$ cat src/rtl/ptdp_pkg.sv
// Shared types and constants for the packed ternary dot product core.
// No dependencies; imported by every module under rtl/.
`timescale 1ns / 1ps
`default_nettype none

package ptdp_pkg;

    // Trit codes packed two bits per lane in the weight byte
    localparam logic [1:0] CODE_PLUS  = 2'h1;
    localparam logic [1:0] CODE_MINUS = 2'h2;

    localparam int TRITS_PER_ITEM = 4;
    localparam int ACT_LANES      = 4;
    localparam int NUM_LANES      = (TRITS_PER_ITEM < ACT_LANES) ? TRITS_PER_ITEM : ACT_LANES;

    localparam int ACT_W   = 32;
    localparam int TERM_W  = ACT_W + 1;
    localparam int SUM_W   = TERM_W + $clog2(NUM_LANES + 1);
    localparam int ACC_W   = 64;
    localparam int LIMIT_W = 31;
    localparam int CNT_W   = 3;

    localparam logic [LIMIT_W-1:0] LIMIT_RESET = 31'd1073741823;

    typedef logic signed [ACT_W-1:0]  t_act;
    typedef logic signed [TERM_W-1:0] t_term;
    typedef logic signed [ACC_W-1:0]  t_acc;

    // Finished sum waiting for the clamp stage
    typedef struct packed {
        logic vld;
        t_acc sum;
    } t_fin;

endpackage

`default_nettype wire

$ cat src/rtl/ptdp_lane.sv
// One ternary lane: turns a trit code and an activation into a registered term.
// Depends on ptdp_pkg.
`timescale 1ns / 1ps
`default_nettype none

module ptdp_lane
    import ptdp_pkg::*;
(
    input  wire logic       i_clk,
    input  wire logic       i_load,
    input  wire logic [1:0] i_code,
    input  wire t_act       i_act,
    input  wire logic       i_count,
    output t_term           o_term
);

    t_term r_term;
    t_term n_term;

    // +a, -a or nothing; lanes masked off on the last transfer add nothing
    always_comb begin
        n_term = '0;
        if (i_count) begin
            if (i_code == CODE_PLUS) begin
                n_term = TERM_W'(i_act);
            end else if (i_code == CODE_MINUS) begin
                n_term = -TERM_W'(i_act);
            end
        end
    end

    always_ff @(posedge i_clk) begin
        if (i_load) begin
            r_term <= n_term;
        end
    end

    assign o_term = r_term;

endmodule

`default_nettype wire

$ cat src/rtl/ptdp_accum.sv
// Merge stage: adds the lane terms into the 64-bit running sum and hands
// the final sum of a dot product to the clamp stage. Depends on ptdp_pkg.
`timescale 1ns / 1ps
`default_nettype none

module ptdp_accum
    import ptdp_pkg::*;
(
    input  wire logic  i_clk,
    input  wire logic  i_rst_n,
    input  wire logic  i_take,
    input  wire logic  i_last,
    input  wire t_term i_terms [NUM_LANES],
    input  wire logic  i_fin_pop,
    output t_fin       o_fin
);

    t_acc                    r_acc;
    t_acc                    r_fin_sum;
    logic                    r_fin_vld;
    logic signed [SUM_W-1:0] lane_sum;
    t_acc                    n_acc;

    // Adder tree over the lanes
    always_comb begin
        lane_sum = '0;
        for (int k = 0; k < NUM_LANES; k++) begin
            lane_sum = lane_sum + SUM_W'(i_terms[k]);
        end
        n_acc = r_acc + ACC_W'(lane_sum);
    end

    // Running sum, cleared once a dot product completes
    always_ff @(posedge i_clk) begin
        if (!i_rst_n) begin
            r_acc <= '0;
        end else if (i_take) begin
            r_acc <= i_last ? '0 : n_acc;
        end
    end

    // Final sum holding slot
    always_ff @(posedge i_clk) begin
        if (!i_rst_n) begin
            r_fin_vld <= 1'b0;
        end else if (i_take && i_last) begin
            r_fin_vld <= 1'b1;
        end else if (i_fin_pop) begin
            r_fin_vld <= 1'b0;
        end
    end

    always_ff @(posedge i_clk) begin
        if (i_take && i_last) begin
            r_fin_sum <= n_acc;
        end
    end

    assign o_fin.vld = r_fin_vld;
    assign o_fin.sum = r_fin_sum;

    // A completed dot product leaves the running sum at zero
    a_clear_on_last: assert property (@(posedge i_clk) disable iff (!i_rst_n)
        (i_take && i_last) |=> (r_acc == '0))
        else $error("running sum not cleared after last transfer");

    // Only a last transfer raises the final slot
    a_fin_only_last: assert property (@(posedge i_clk) disable iff (!i_rst_n)
        (!r_fin_vld && !(i_take && i_last)) |=> !r_fin_vld)
        else $error("final slot filled without last transfer");

    // Never take a last transfer into an occupied slot that is not leaving
    a_no_overwrite: assert property (@(posedge i_clk) disable iff (!i_rst_n)
        (i_take && i_last) |-> (!r_fin_vld || i_fin_pop))
        else $error("final slot overwritten");

endmodule

`default_nettype wire

$ cat src/rtl/ptdp_clamp.sv
// Output stage: clamps the final sum to +/- limit into the output register.
// Depends on ptdp_pkg.
`timescale 1ns / 1ps
`default_nettype none

module ptdp_clamp
    import ptdp_pkg::*;
(
    input  wire logic               i_clk,
    input  wire logic               i_rst_n,
    input  wire t_fin               i_fin,
    input  wire logic [LIMIT_W-1:0] i_limit,
    output logic                    o_fin_pop,
    output logic                    o_out_valid,
    input  wire logic               i_out_ready,
    output t_act                    o_dot_value
);

    logic r_out_vld;
    t_act r_out_val;
    t_acc lim;
    t_acc neg_lim;
    t_acc n_clamped;
    logic out_free;

    // Symmetric saturation
    always_comb begin
        lim     = $signed({{(ACC_W - LIMIT_W){1'b0}}, i_limit});
        neg_lim = -lim;
        priority if (i_fin.sum > lim) begin
            n_clamped = lim;
        end else if (i_fin.sum < neg_lim) begin
            n_clamped = neg_lim;
        end else begin
            n_clamped = i_fin.sum;
        end
    end

    assign out_free  = !r_out_vld || i_out_ready;
    assign o_fin_pop = i_fin.vld && out_free;

    // Output register
    always_ff @(posedge i_clk) begin
        if (!i_rst_n) begin
            r_out_vld <= 1'b0;
        end else if (out_free) begin
            r_out_vld <= i_fin.vld;
        end
    end

    always_ff @(posedge i_clk) begin
        if (o_fin_pop) begin
            r_out_val <= n_clamped[ACT_W-1:0];
        end
    end

    assign o_out_valid = r_out_vld;
    assign o_dot_value = r_out_val;

    // Clamp range never reaches the most negative 32-bit value
    a_clamp_range: assert property (@(posedge i_clk) disable iff (!i_rst_n)
        r_out_vld |-> (r_out_val != {1'b1, {(ACT_W - 1){1'b0}}}))
        else $error("output outside clamp range");

endmodule

`default_nettype wire

$ cat src/rtl/packed_ternary_dot_product_core.sv
// Packed ternary dot product core. A last transfer's result passes the lane register
// (loaded at acceptance), then the final slot, then the output register.
// Throughput: one item per cycle, set by the 64-bit accumulate loop; the input stalls
// only when a last item meets a full final slot and an output register not ready.
// Reset (i_rst_n, synchronous, active low) clears the running sum, all valid
// flags and sets the clamp limit to 1073741823. Depends on ptdp_pkg and submodules.
`timescale 1ns / 1ps
`default_nettype none

module packed_ternary_dot_product_core
    import ptdp_pkg::*;
(
    input  wire logic               i_clk,
    input  wire logic               i_rst_n,
    input  wire logic               i_cfg_we,
    input  wire logic [LIMIT_W-1:0] i_cfg_wdata,
    input  wire logic               i_in_valid,
    output logic                    o_in_ready,
    input  wire logic [7:0]         i_weight_byte,
    input  wire t_act               i_act_lane0,
    input  wire t_act               i_act_lane1,
    input  wire t_act               i_act_lane2,
    input  wire t_act               i_act_lane3,
    input  wire logic [CNT_W-1:0]   i_valid_trits,
    input  wire logic               i_last_item,
    output logic                    o_out_valid,
    input  wire logic               i_out_ready,
    output t_act                    o_dot_value
);

    logic [LIMIT_W-1:0] r_clamp_limit;
    logic               r_lane_vld;
    logic               r_lane_last;
    t_act               acts [ACT_LANES];
    t_term              terms [NUM_LANES];
    t_fin               fin;
    logic               fin_pop;
    logic               fin_free;
    logic               merge_take;
    logic               in_xfer;

    assign acts[0] = i_act_lane0;
    assign acts[1] = i_act_lane1;
    assign acts[2] = i_act_lane2;
    assign acts[3] = i_act_lane3;

    // Configuration register
    always_ff @(posedge i_clk) begin
        if (!i_rst_n) begin
            r_clamp_limit <= LIMIT_RESET;
        end else if (i_cfg_we) begin
            r_clamp_limit <= i_cfg_wdata;
        end
    end

    // Pipeline flow control
    assign fin_free   = !fin.vld || fin_pop;
    assign merge_take = r_lane_vld && (!r_lane_last || fin_free);
    assign o_in_ready = !r_lane_vld || merge_take;
    assign in_xfer    = i_in_valid && o_in_ready;

    always_ff @(posedge i_clk) begin
        if (!i_rst_n) begin
            r_lane_vld <= 1'b0;
        end else if (o_in_ready) begin
            r_lane_vld <= i_in_valid;
        end
    end

    always_ff @(posedge i_clk) begin
        if (in_xfer) begin
            r_lane_last <= i_last_item;
        end
    end

    // Lane array
    for (genvar k = 0; k < NUM_LANES; k++) begin : g_lane
        ptdp_lane u_lane (
            .i_clk   (i_clk),
            .i_load  (in_xfer),
            .i_code  (i_weight_byte[2*k +: 2]),
            .i_act   (acts[k]),
            .i_count (!i_last_item || (i_valid_trits > CNT_W'(k))),
            .o_term  (terms[k])
        );
    end

    ptdp_accum u_accum (
        .i_clk     (i_clk),
        .i_rst_n   (i_rst_n),
        .i_take    (merge_take),
        .i_last    (r_lane_last),
        .i_terms   (terms),
        .i_fin_pop (fin_pop),
        .o_fin     (fin)
    );

    ptdp_clamp u_clamp (
        .i_clk       (i_clk),
        .i_rst_n     (i_rst_n),
        .i_fin       (fin),
        .i_limit     (r_clamp_limit),
        .o_fin_pop   (fin_pop),
        .o_out_valid (o_out_valid),
        .i_out_ready (i_out_ready),
        .o_dot_value (o_dot_value)
    );

    // Stall only when the lane stage holds work that cannot move
    a_ready_stall: assert property (@(posedge i_clk) disable iff (!i_rst_n)
        !o_in_ready |-> (r_lane_vld && r_lane_last && fin.vld))
        else $error("input stalled without blocked last transfer");

    // An accepted transfer occupies the lane stage next cycle
    a_lane_fill: assert property (@(posedge i_clk) disable iff (!i_rst_n)
        in_xfer |=> r_lane_vld)
        else $error("accepted transfer lost");

endmodule

`default_nettype wire
$ cat config.mk
export PLATFORM = sky130hd
export DESIGN_NAME = packed_ternary_dot_product_core
export DESIGN_NICKNAME = d
export VERILOG_FILES = /design/src/rtl/ptdp_pkg.sv /design/src/rtl/ptdp_lane.sv /design/src/rtl/ptdp_accum.sv /design/src/rtl/ptdp_clamp.sv /design/src/rtl/packed_ternary_dot_product_core.sv
export SDC_FILE = /design/constraint.sdc
export NUM_CORES = 1
export LEC_CHECK = 0
export BUFFER_PORTS_ARGS = -buffer_cell sky130_fd_sc_hd__buf_4
export CAP_MARGIN = 25
export CORE_UTILIZATION = 35
export CTS_CLUSTER_DIAMETER = 150
export DETAILED_ROUTE_END_ITERATION = 16
export PLACE_DENSITY = 0.55
export SETUP_SLACK_MARGIN = 0.02
export SLEW_MARGIN = 25
export SYNTH_ARGS = -nofsm -noshare
export SYNTH_HDL_FRONTEND = slang
export SYNTH_HIERARCHICAL = 1
export SYNTH_SLANG_ARGS = --single-unit
$ cat constraint.sdc
create_clock -name i_clk -period 8.6 [get_ports i_clk]
set_input_delay 0.43 -clock i_clk [delete_from_list [all_inputs] [get_ports i_clk]]
set_output_delay 0.43 -clock i_clk [all_outputs]
set_load 0.03 [all_outputs]
## Yosys cells after proc, flatten, opt, wreduce, memory -nomap -nowiden

Cells that the tools add are included.

- Register bits: 327
- Word-level logic and storage cells: 67
- Bits of input ports: 176
- Output and inout bits: 34

- Reductions and logical operators: 18
- Equal/unequal tests: 8
- $add $sub $neg: 9
- Order comparisons: 6
- Multiplexer cells: 13

Operators with widths:

| kind | count |
|---|---|
| 2-to-1 mux 33 bit | 8 |
| negation 32 -> 33 bit | 4 |
| adder 64 x 36 -> 64 bit | 1 |
| greater-than comparator 64 x 32 -> 1 bit | 1 |
| < comparator 64 bit | 1 |
| 2-to-1 mux 64 bit | 1 |
| negation 31 -> 64 bit | 1 |
| adder 36 x 33 -> 36 bit | 1 |
| adder 34 x 33 -> 35 bit | 1 |
| adder 33 x 33 -> 34 bit | 1 |
| 2-to-1 mux 32 bit | 1 |
| 2-to-1 mux 31 bit | 1 |
| == test 2 x 1 -> 1 bit, second input constant | 4 |
| == test 2 bit, second input constant | 4 |
| logical OR 1 bit | 8 |
| greater-than comparator 3 x 1 -> 1 bit, second input constant | 2 |
| greater-than comparator 3 x 2 -> 1 bit, second input constant | 2 |
| logical NOT 1 bit | 5 |
| logical AND 1 bit | 4 |
| 2-to-1 mux 1 bit | 2 |
| nonzero test 2 bit | 1 |

## Depth between registers and ports, before layout

Gate-level depths: netlist (run 1).

- Depth after elaboration: 8
- Depth in mapped cells: 22
- Gate-level depth less buffers: 18

## Cells and area by module

Netlist (run 1), hierarchy kept.

By module, submodules not included:

| module | area an instance (um2) | times used | sequential area each (um2) | cells an instance |
|---|---|---|---|---|
| ptdp_accum | 11707.5 | 1 | 3223.1 | 1263 |
| ptdp_lane | 2225.9 | 4 | 991.0 | 223 |
| ptdp_clamp | 4988.5 | 1 | 980.9 | 616 |
| packed_ternary_dot_product_core | 1238.7 | 1 | 670.6 | 112 |

## Worst setup path after synthesis (run 1)

Ideal clock, no wire load.

- Path type: reg-to-reg
- Start point: register u_clamp.r_out_vld, in the netlist u_clamp/o_out_valid
- End point: register g_lane[0].u_lane.r_term[0] (enable)
- Required time: 8.093 ns
- Clock period less this slack: 6.210 ns
- Library setup time: 0.507 ns
- Path buffers: 0
- Arrival time: 5.702 ns
- Stages on the path, launching flop included: 5
- Path slack: 2.390 ns
- Path through: dfxtp_1 > nor2b_1 > nor2b_1 > nand4b_1 > and2_1

- Word-level cells in the longest chain between the ends: 8

Ends and longest elaborated chain:

| element | line | RTL |
|---|---|---|
| start: declaration | ptdp_clamp.sv:19 | `logic r_out_vld;` |
| start signal: assignment | ptdp_clamp.sv:47 | `r_out_vld <= i_fin.vld;` |
| logical NOT 1 bit | ptdp_clamp.sv:39 | `assign out_free = !r_out_vld \|\| i_out_ready;` |
| logical OR 1 bit | ptdp_clamp.sv:39 |  |
| logical AND 1 bit | ptdp_clamp.sv:40 | `assign o_fin_pop = i_fin.vld && out_free;` |
| named net fin_pop | packed_ternary_dot_product_core.sv:37 | `logic fin_pop;` |
| logical OR 1 bit | packed_ternary_dot_product_core.sv:57 | `assign fin_free = !fin.vld \|\| fin_pop;` |
| logical OR 1 bit | packed_ternary_dot_product_core.sv:58 | `assign merge_take = r_lane_vld && (!r_lane_last \|\| fin_free);` |
| logical AND 1 bit | packed_ternary_dot_product_core.sv:58 |  |
| logical OR 1 bit | packed_ternary_dot_product_core.sv:59 | `assign o_in_ready = !r_lane_vld \|\| merge_take;` |
| named net o_in_ready | packed_ternary_dot_product_core.sv:18 | `output logic o_in_ready,` |
| logical AND 1 bit | packed_ternary_dot_product_core.sv:60 | `assign in_xfer = i_in_valid && o_in_ready;` |
| named net in_xfer | packed_ternary_dot_product_core.sv:40 | `logic in_xfer;` |
| end signal: assignment | ptdp_lane.sv:34 | `r_term <= n_term;` |
| end: declaration | ptdp_lane.sv:17 | `t_term r_term;` |

The timed path passes the listed nets, and every way through them passes these cells.
A chain may end at the register's enable or synchronous reset.

## Final worst setup path (run 1)

- Start point: register r_clamp_limit[1]
- End point: register u_clamp.r_out_val[31], in the netlist u_clamp/o_dot_value[31] (data pin)

- Word-level cells in the longest chain between the ends: 3
- Elaborated cells on any way between the ends: 4
- Classes of those cells: add/sub: 1; order compare: 2; mux: 1

Ends and longest elaborated chain:

| element | line | RTL |
|---|---|---|
| start: declaration | packed_ternary_dot_product_core.sv:31 | `logic [LIMIT_W-1:0] r_clamp_limit;` |
| start signal: assignment | packed_ternary_dot_product_core.sv:52 | `r_clamp_limit <= i_cfg_wdata;` |
| negation 31 -> 64 bit | ptdp_clamp.sv:29 | `neg_lim = -lim;` |
| < comparator 64 bit | ptdp_clamp.sv:32 | `end else if (i_fin.sum < neg_lim) begin` |
| 2-to-1 mux 32 bit | ptdp_clamp.sv:32 |  |
| end signal: assignment | ptdp_clamp.sv:53 | `r_out_val <= n_clamped[ACT_W-1:0];` |
| end: declaration | ptdp_clamp.sv:20 | `t_act r_out_val;` |

Parallel ways exist; a longest one is shown, timed or not.

==> out/qor.yml, run 1 <==
place:
  place_inst: 3996
  hpwlAfterDp_um: 61800
  numPortBuffers: 209
  placement.cell_area_mm2: 0.0292
  gp_congestion: 0.901
critical_path:
  cp-start-kind: "flop"
  r2r_start: "r_clamp_limit[1]$_SDFFE_PN1P_"
  critPathRequiredTime_ns: 8.87
  crit_path_max_fanout: 31
  r2r_end: "u_clamp/o_dot_value[31]$_SDFFCE_PP0P_"
  path_class: "reg -> reg"
  arrival_ns: 6.22
  endpoint_kind: "flop"
  reg2regPathDepth: 17
  r2r_setup_slack_ns: 2.65
pwr:
  power.density_mw_per_mm2: 298
  p_total_uw: 9170
  leakage_uw: 0.0131
  ir_drop_mv: 0.132
synth:
  ys_seq_elements: 327
  ys.flop_type: "edfxtp_1"
  syn_nets: 3353
  ys_async_sr_fraction: 0
  synth-edff-count: 229
  synth_top_area_cell: "edfxtp_1"
  synth.most_common_cell: "inv_1"
  syn_area_mm2: 0.0268
  yosysTopAreaCellShare: 0.256
  yosysSeqAreaShare: 0.329
  synthTopCellsByArea: "edfxtp_1, fa_1, ha_1, dfxtp_1, inv_1"
  yosysWarnings: 6
  synth_area_per_cell_um2: 9.31
  synth_common_cells: "inv_1, edfxtp_1, nand2_1"
  syn_inst: 2883
  ys_types: 99
worst_hold_path:
  hold_path_class: "in -> reg"
  worstHoldStart: "i_last_item"
  min_path_cells: 1
  min_to: "r_lane_last$_DFFE_PP_"
timing:
  min_period_ns: 5.95
  hold_violations: 0
  tns_ns: 0
  finalSetupViolations: 0
  worst_pin_slew_ns: 1.06
  rsz0062_at_grt: "no"
  holdWs_ns: 0.0440
  clock.fmax_mhz: 168
  finalCritPeriodShare: 0.692
  drv_slew: 0
  fin_worst_skew_ns: 0.0354
  slew_headroom: 0.284
drt:
  wl_um: 78200
  detail_route.wl_per_cell_um: 19.2
  ant_nets: 0
  first_pass_iters: 6
  num_vias: 21400
  drt_iter0_drc: 1632
  drc_errors: 0
  viasPerCell: 5.26
clocking:
  insertion_delay_ns: 0.60
  cts_buffers: 41
  post_cts_buffers: 0
  cts.sinks: 327
  clockBufferDepth: 3
  htree_levels: 2
  cts_root_buf: "clkbuf_16"
  hold_buffers: 0
  cts.clk_slew.worst_paths_ns: 0.06
  ctsResizeCount: 0
  cts_tree: "built"
finish:
  fillerInstances: 7610
  antenna_cells: 0
  fin_area_mm2: 0.0307
  area_growth_pct: 14.6
  instances_no_fill: 4072
  final_layout_size_suffix_gt1_frac: 0.130
  seqCellArea_mm2: 0.00884
  nets: 3479
  multi_input_area_mm2: 0.0159
die:
  die_h_um: 279
  start_util: 0.353
  die_area_mm2: 0.0778
  die_x_um: 279
  io_pins: 210
  core_mm2: 0.0759
  num_rows: 101
global_routing:
  grt_max_degree: 93
  grt_pass1_vias: 20800
  grt.overflow.total: 0
  antenna_found_initial: 4
  grt_pass1_wl_um: 122000
  grt_usage: 0.200
status:
  status: "finished clean"
run:
  cap_violations: 0
==> metrics by stage <==
stage	utilization	worst slack (ns)
2_1_floorplan	-	2.39
3_3_place_gp	0.384	2.72
3_5_place_dp	0.384	2.66
4_1_cts	0.405	2.65
5_1_grt	0.405	2.23
6_report	0.405	2.65
==> critical path, cell delays in order, from the launching register on <==
cell and delay (ns):
dfxtp_1 0.35, inv_1 0.09, ha_1 0.24, nor3b_4 0.38, and4_1 0.44, nand4b_4 0.21
or3b_1 0.68, nor4_1 0.32, ha_1 0.21, ha_1 0.16, nand4_2 0.16, nor4_4 0.38
nand2_1 0.14, nor4_2 0.30, nand3_1 0.21, and4_4 0.40, nor2_2 0.79, a211oi_1 0.18
==> layer usage <==
metal | vias up | global-route usage | wire (um)
li1 | 10600 | - | -
met1 | 10200 | 0.283 | 37000
met5 | - | 0 | 57
met2 | 581 | 0.319 | 35300
met3 | 85 | 0.0278 | 3840
met4 | 8 | 0.0531 | 1930
==> worst max-delay path by stage <==
| stage | from | to | slack, ns | depth (start not counted) |
|---|---|---|---|---|
| after global placement | r_clamp_limit[0]$_SDFFE_PN1P_ | u_clamp/o_dot_value[0]$_DFFE_PP_ | 2.72 | 17 |
| final | r_clamp_limit[1]$_SDFFE_PN1P_ | u_clamp/o_dot_value[31]$_SDFFCE_PP0P_ | 2.65 | 17 |
| after floorplan | u_clamp/o_out_valid$_SDFFE_PN0N_ | g_lane[0].u_lane/o_term[0]$_SDFFCE_PN0P_ | 2.39 | 4 |
| after detailed placement | r_clamp_limit[0]$_SDFFE_PN1P_ | u_clamp/o_dot_value[31]$_SDFFCE_PP0P_ | 2.66 | 17 |
| after CTS | r_clamp_limit[0]$_SDFFE_PN1P_ | u_clamp/o_dot_value[31]$_SDFFCE_PP0P_ | 2.65 | 17 |
| after global routing | r_clamp_limit[0]$_SDFFE_PN1P_ | u_clamp/o_dot_value[31]$_SDFFCE_PP0P_ | 2.23 | 17 |
==> report_power, final <==
part,switching [uW],internal (uW)
clock network,732,1250
registers,178,2140
logic,3120,1750
total,4030,5140
==> cells in the final DEF (no fill, tap or decap), types with 18 or more instances in the layout <==
cell and instances:
o311ai_1 18, edfxtp_1 229, ha_1 165, nand2_1 209, dfxtp_1 98, buf_4 226, clkbuf_16 41, fa_1 128
nor4_1 48, mux2i_1 69, nand4_1 46, or3_1 56, a22o_1 37, nand3_1 49, o21ai_0 106, nor3_1 75
a31oi_1 60, o211ai_1 19, inv_1 390, a21oi_1 169, nor2b_1 52, or4_1 31, xor2_1 36, a21o_1 47
nor2_1 176, xnor2_1 93
==> state kept, by name (all words and copies together) (netlist names) <==
register              cells
r_clamp_limit            31
r_lane_vld                1
g_lane.u_lane/o_term    132
u_accum/r_fin_vld         1
u_clamp/o_out_valid       1
r_lane_last               1
u_clamp/o_dot_value      32
u_accum/r_fin_sum        64
u_accum/r_acc            64
==> layout make-up <==
type / count / share of cell area
Clock buffer: 49 / 0.0353
Timing Repair Buffer: 227 / 0.0555
Sequential cell: 327 / 0.287
Tap cell: 1030 / 0.0419
Clock inverter: 27 / 0.0156
Inverter: 390 / 0.0476
Multi-Input combinational cell: 2022 / 0.517
==> logic make-up (layout without fill, tap and decap cells) <==
logic type	after synthesis	after routing	synth area share
xor gates and xnor gates	133	133	0.0440
AOI/OAI and AO/OA	638	638	0.160
buffers and inverters	534	693	0.0804
adders and majority gates	294	294	0.173
muxes	73	73	0.0274
and+or+nand+nor	884	884	0.186
DFF	327	327	0.329
No activity file was read; power rests on OpenSTA's default activity.
==> inputs of run 2 (changes only) <==
Settings changed: ABC_AREA from default to 1.
Clock period 8.6 ns to 5.75 ns, I/O delays scaled along.
==> out/qor.yml, run 2 <==
worst_hold_path:
  worstHoldStart: "i_act_lane1[0]"
  hold_path_class: "in -> reg"
die:
  core_mm2: 0.0811
  die_area_mm2: 0.0836
  die_h_um: 289
  start_util: 0.356
  die_x_um: 289
  io_pins: 210
  num_rows: 104
clocking:
  htree_levels: 2
  cts_tree: "built"
  cts.clk_slew.worst_paths_ns: 0.06
  cts.sinks: 327
  insertion_delay_ns: 0.61
  cts_buffers: 42
  clockBufferDepth: 3
  cts_root_buf: "clkbuf_16"
  ctsResizeCount: 0
drt:
  wl_um: 93600
  first_pass_iters: 6
  viasPerCell: 4.77
  detail_route.wl_per_cell_um: 17.0
  ant_nets: 0
  drt_iter0_drc: 1849
  drc_errors: 0
  num_vias: 26300
critical_path:
  arrival_ns: 5.09
  cp-start-kind: "flop"
  slowest_stage: "nand3_2"
  cp_slowest_stage_delay_ns: 0.60
  crit_path_frequent_cell: "nand2_1"
  setup.worst_path.start: "r_clamp_limit[0]$_SDFFE_PN1P_"
  path_class: "reg -> reg"
  crit_path_max_fanout: 33
  critPathRequiredTime_ns: 6.09
  endpoint_kind: "flop"
  r2r_start: "r_clamp_limit[0]$_SDFFE_PN1P_"
timing:
  finalSetupViolations: 0
  clock.fmax_mhz: 211
  tns_ns: 0
  finalCritPeriodShare: 0.826
  slew_headroom: 0.289
  fin_worst_skew_ns: 0.0387
  worst_pin_slew_ns: 1.07
  min_period_ns: 4.75
  rsz0062_at_grt: "no"
  hold_violations: 0
  holdWs_ns: 0.0312
  drv_slew: 0
place:
  hpwlAfterDp_um: 77100
  numPortBuffers: 209
  gp_congestion: 0.982
finish:
  seqCellArea_mm2: 0.00884
  final_common_cell: "nand2_1"
  largest_register_ffs: 132
  final_layout_size_suffix_gt1_frac: 0.0925
  fillerInstances: 8612
  layout_common_cells: "nand2_1, inv_1, nor2_1"
  multi_input_area_mm2: 0.0166
  nets: 4878
  area_growth_pct: 16.1
synth:
  synth_common_cells: "nand2_1, inv_1, nor2_1"
  synthTopCellsByArea: "edfxtp_1, nand2_1, inv_1, fa_1, ha_1"
  synth.most_common_cell: "nand2_1"
  syn_area_mm2: 0.0289
  syn_nets: 4646
  synth-edff-count: 229
  syn_inst: 4176
  yosysWarnings: 6
  ys_async_sr_fraction: 0
  ys_seq_elements: 327
  ys_types: 44
  yosysTopAreaCellShare: 0.238
  ys.flop_type: "edfxtp_1"
  yosysSeqAreaShare: 0.306
  synth_top_area_cell: "edfxtp_1"
  synth_area_per_cell_um2: 6.91
run:
  cap_violations: 0
pwr:
  power.switching_uw: 6740
  p_clk_frac: 0.209
  seq_power_share: 0.236
  leakage_uw: 0.0167
  ir_drop_mv: 0.275
  power.density_mw_per_mm2: 425
  combPwrFrac: 0.555
  switching_share: 0.474
  p_total_uw: 14200
  p_int_uw: 7480
global_routing:
  grt.overflow.total: 0
  grt_pass1_wl_um: 146000
  grt_max_degree: 134
  antenna_found_initial: 8
  grt_pass1_vias: 25800
  grt_usage: 0.227
status:
  status: "finished clean"
## run 2: repair_timing
action,CTS,global route
hold endpoints to repair,39,0
hold buffers,39,0
buffers inserted,0,0
## run 2: kinds of logic (layout without fill, tap and decap cells)
family / count (synthesis) / count (layout) / share of synthesized area
compound gates: 339 / 339 / 0.0601
xor+xnor: 72 / 72 / 0.0224
fa+ha+maj: 294 / 294 / 0.161
buf+inv: 903 / 1168 / 0.120
flops: 327 / 327 / 0.306
other cells: 0 / 2 / 0
simple gates: 2241 / 2241 / 0.330
## run 2: power groups by stage
stage | clock network (uW) | registers [uW] | logic (uW)
6_report | 2960 | 3360 | 7890
5_1_grt | 3130 | 3400 | 8850
4_1_cts | 3040 | 3360 | 7820
3_5_place_dp | 0 | 3410 | 7760
3_3_place_gp | 0 | 3410 | 7750
2_1_floorplan | 0 | 3320 | 5330
## run 2: per-stage QoR
step,cells,setup WS [ns],cell area (um^2),util
detailed placement,5385,1.10,31500,0.389
global placement,5384,0.979,31500,0.389
global route,5502,0.634,33500,0.413
floorplan,4176,0.893,28900,-
CTS,5501,1.07,33500,0.413
finish,5503,1.00,33500,0.413
## run 2: per-layer routing
layer / global-route usage / up-vias / wire (um)
met5: 0 / - / 60
met2: 0.367 / 704 / 41600
met1: 0.310 / 12000 / 43900
met3: 0.0275 / 152 / 4540
met4: 0.0817 / 10 / 3520
li1: - / 13400 / -
## run 2: path summary, 6_finish.rpt
kind | to | slack (ns) | cells past startpoint
max | u_clamp/o_dot_value[0]$_DFFE_PP_ | 1.00 | 27
max reg2reg | u_clamp/o_dot_value[0]$_DFFE_PP_ | 1.00 | 27
min reg2reg | u_accum/r_acc[14]$_SDFFE_PN0P_ | 0.47 | 2
min | g_lane[1].u_lane/o_term[0]$_SDFFCE_PN0P_ | 0.03 | 3
## run 2: layout make-up
cell class	count	area share
flip-flops and latches	327	0.264
diodes	2	0.000149
well taps	1060	0.0396
clock inverters	23	0.0126
multi-input cells	2946	0.495
clock buffers	54	0.0336
repair buffers	261	0.0620
inverters	830	0.0932
## run 2: worst max-delay path: cells and delay by family (launching register included)
family                   cells  cell delay [ns]
buffers and inverters        2             0.15
AND/OR/NAND/NOR             22             3.25
flip-flops                   1             0.33
adder cells (fa/ha/maj)      3             0.72
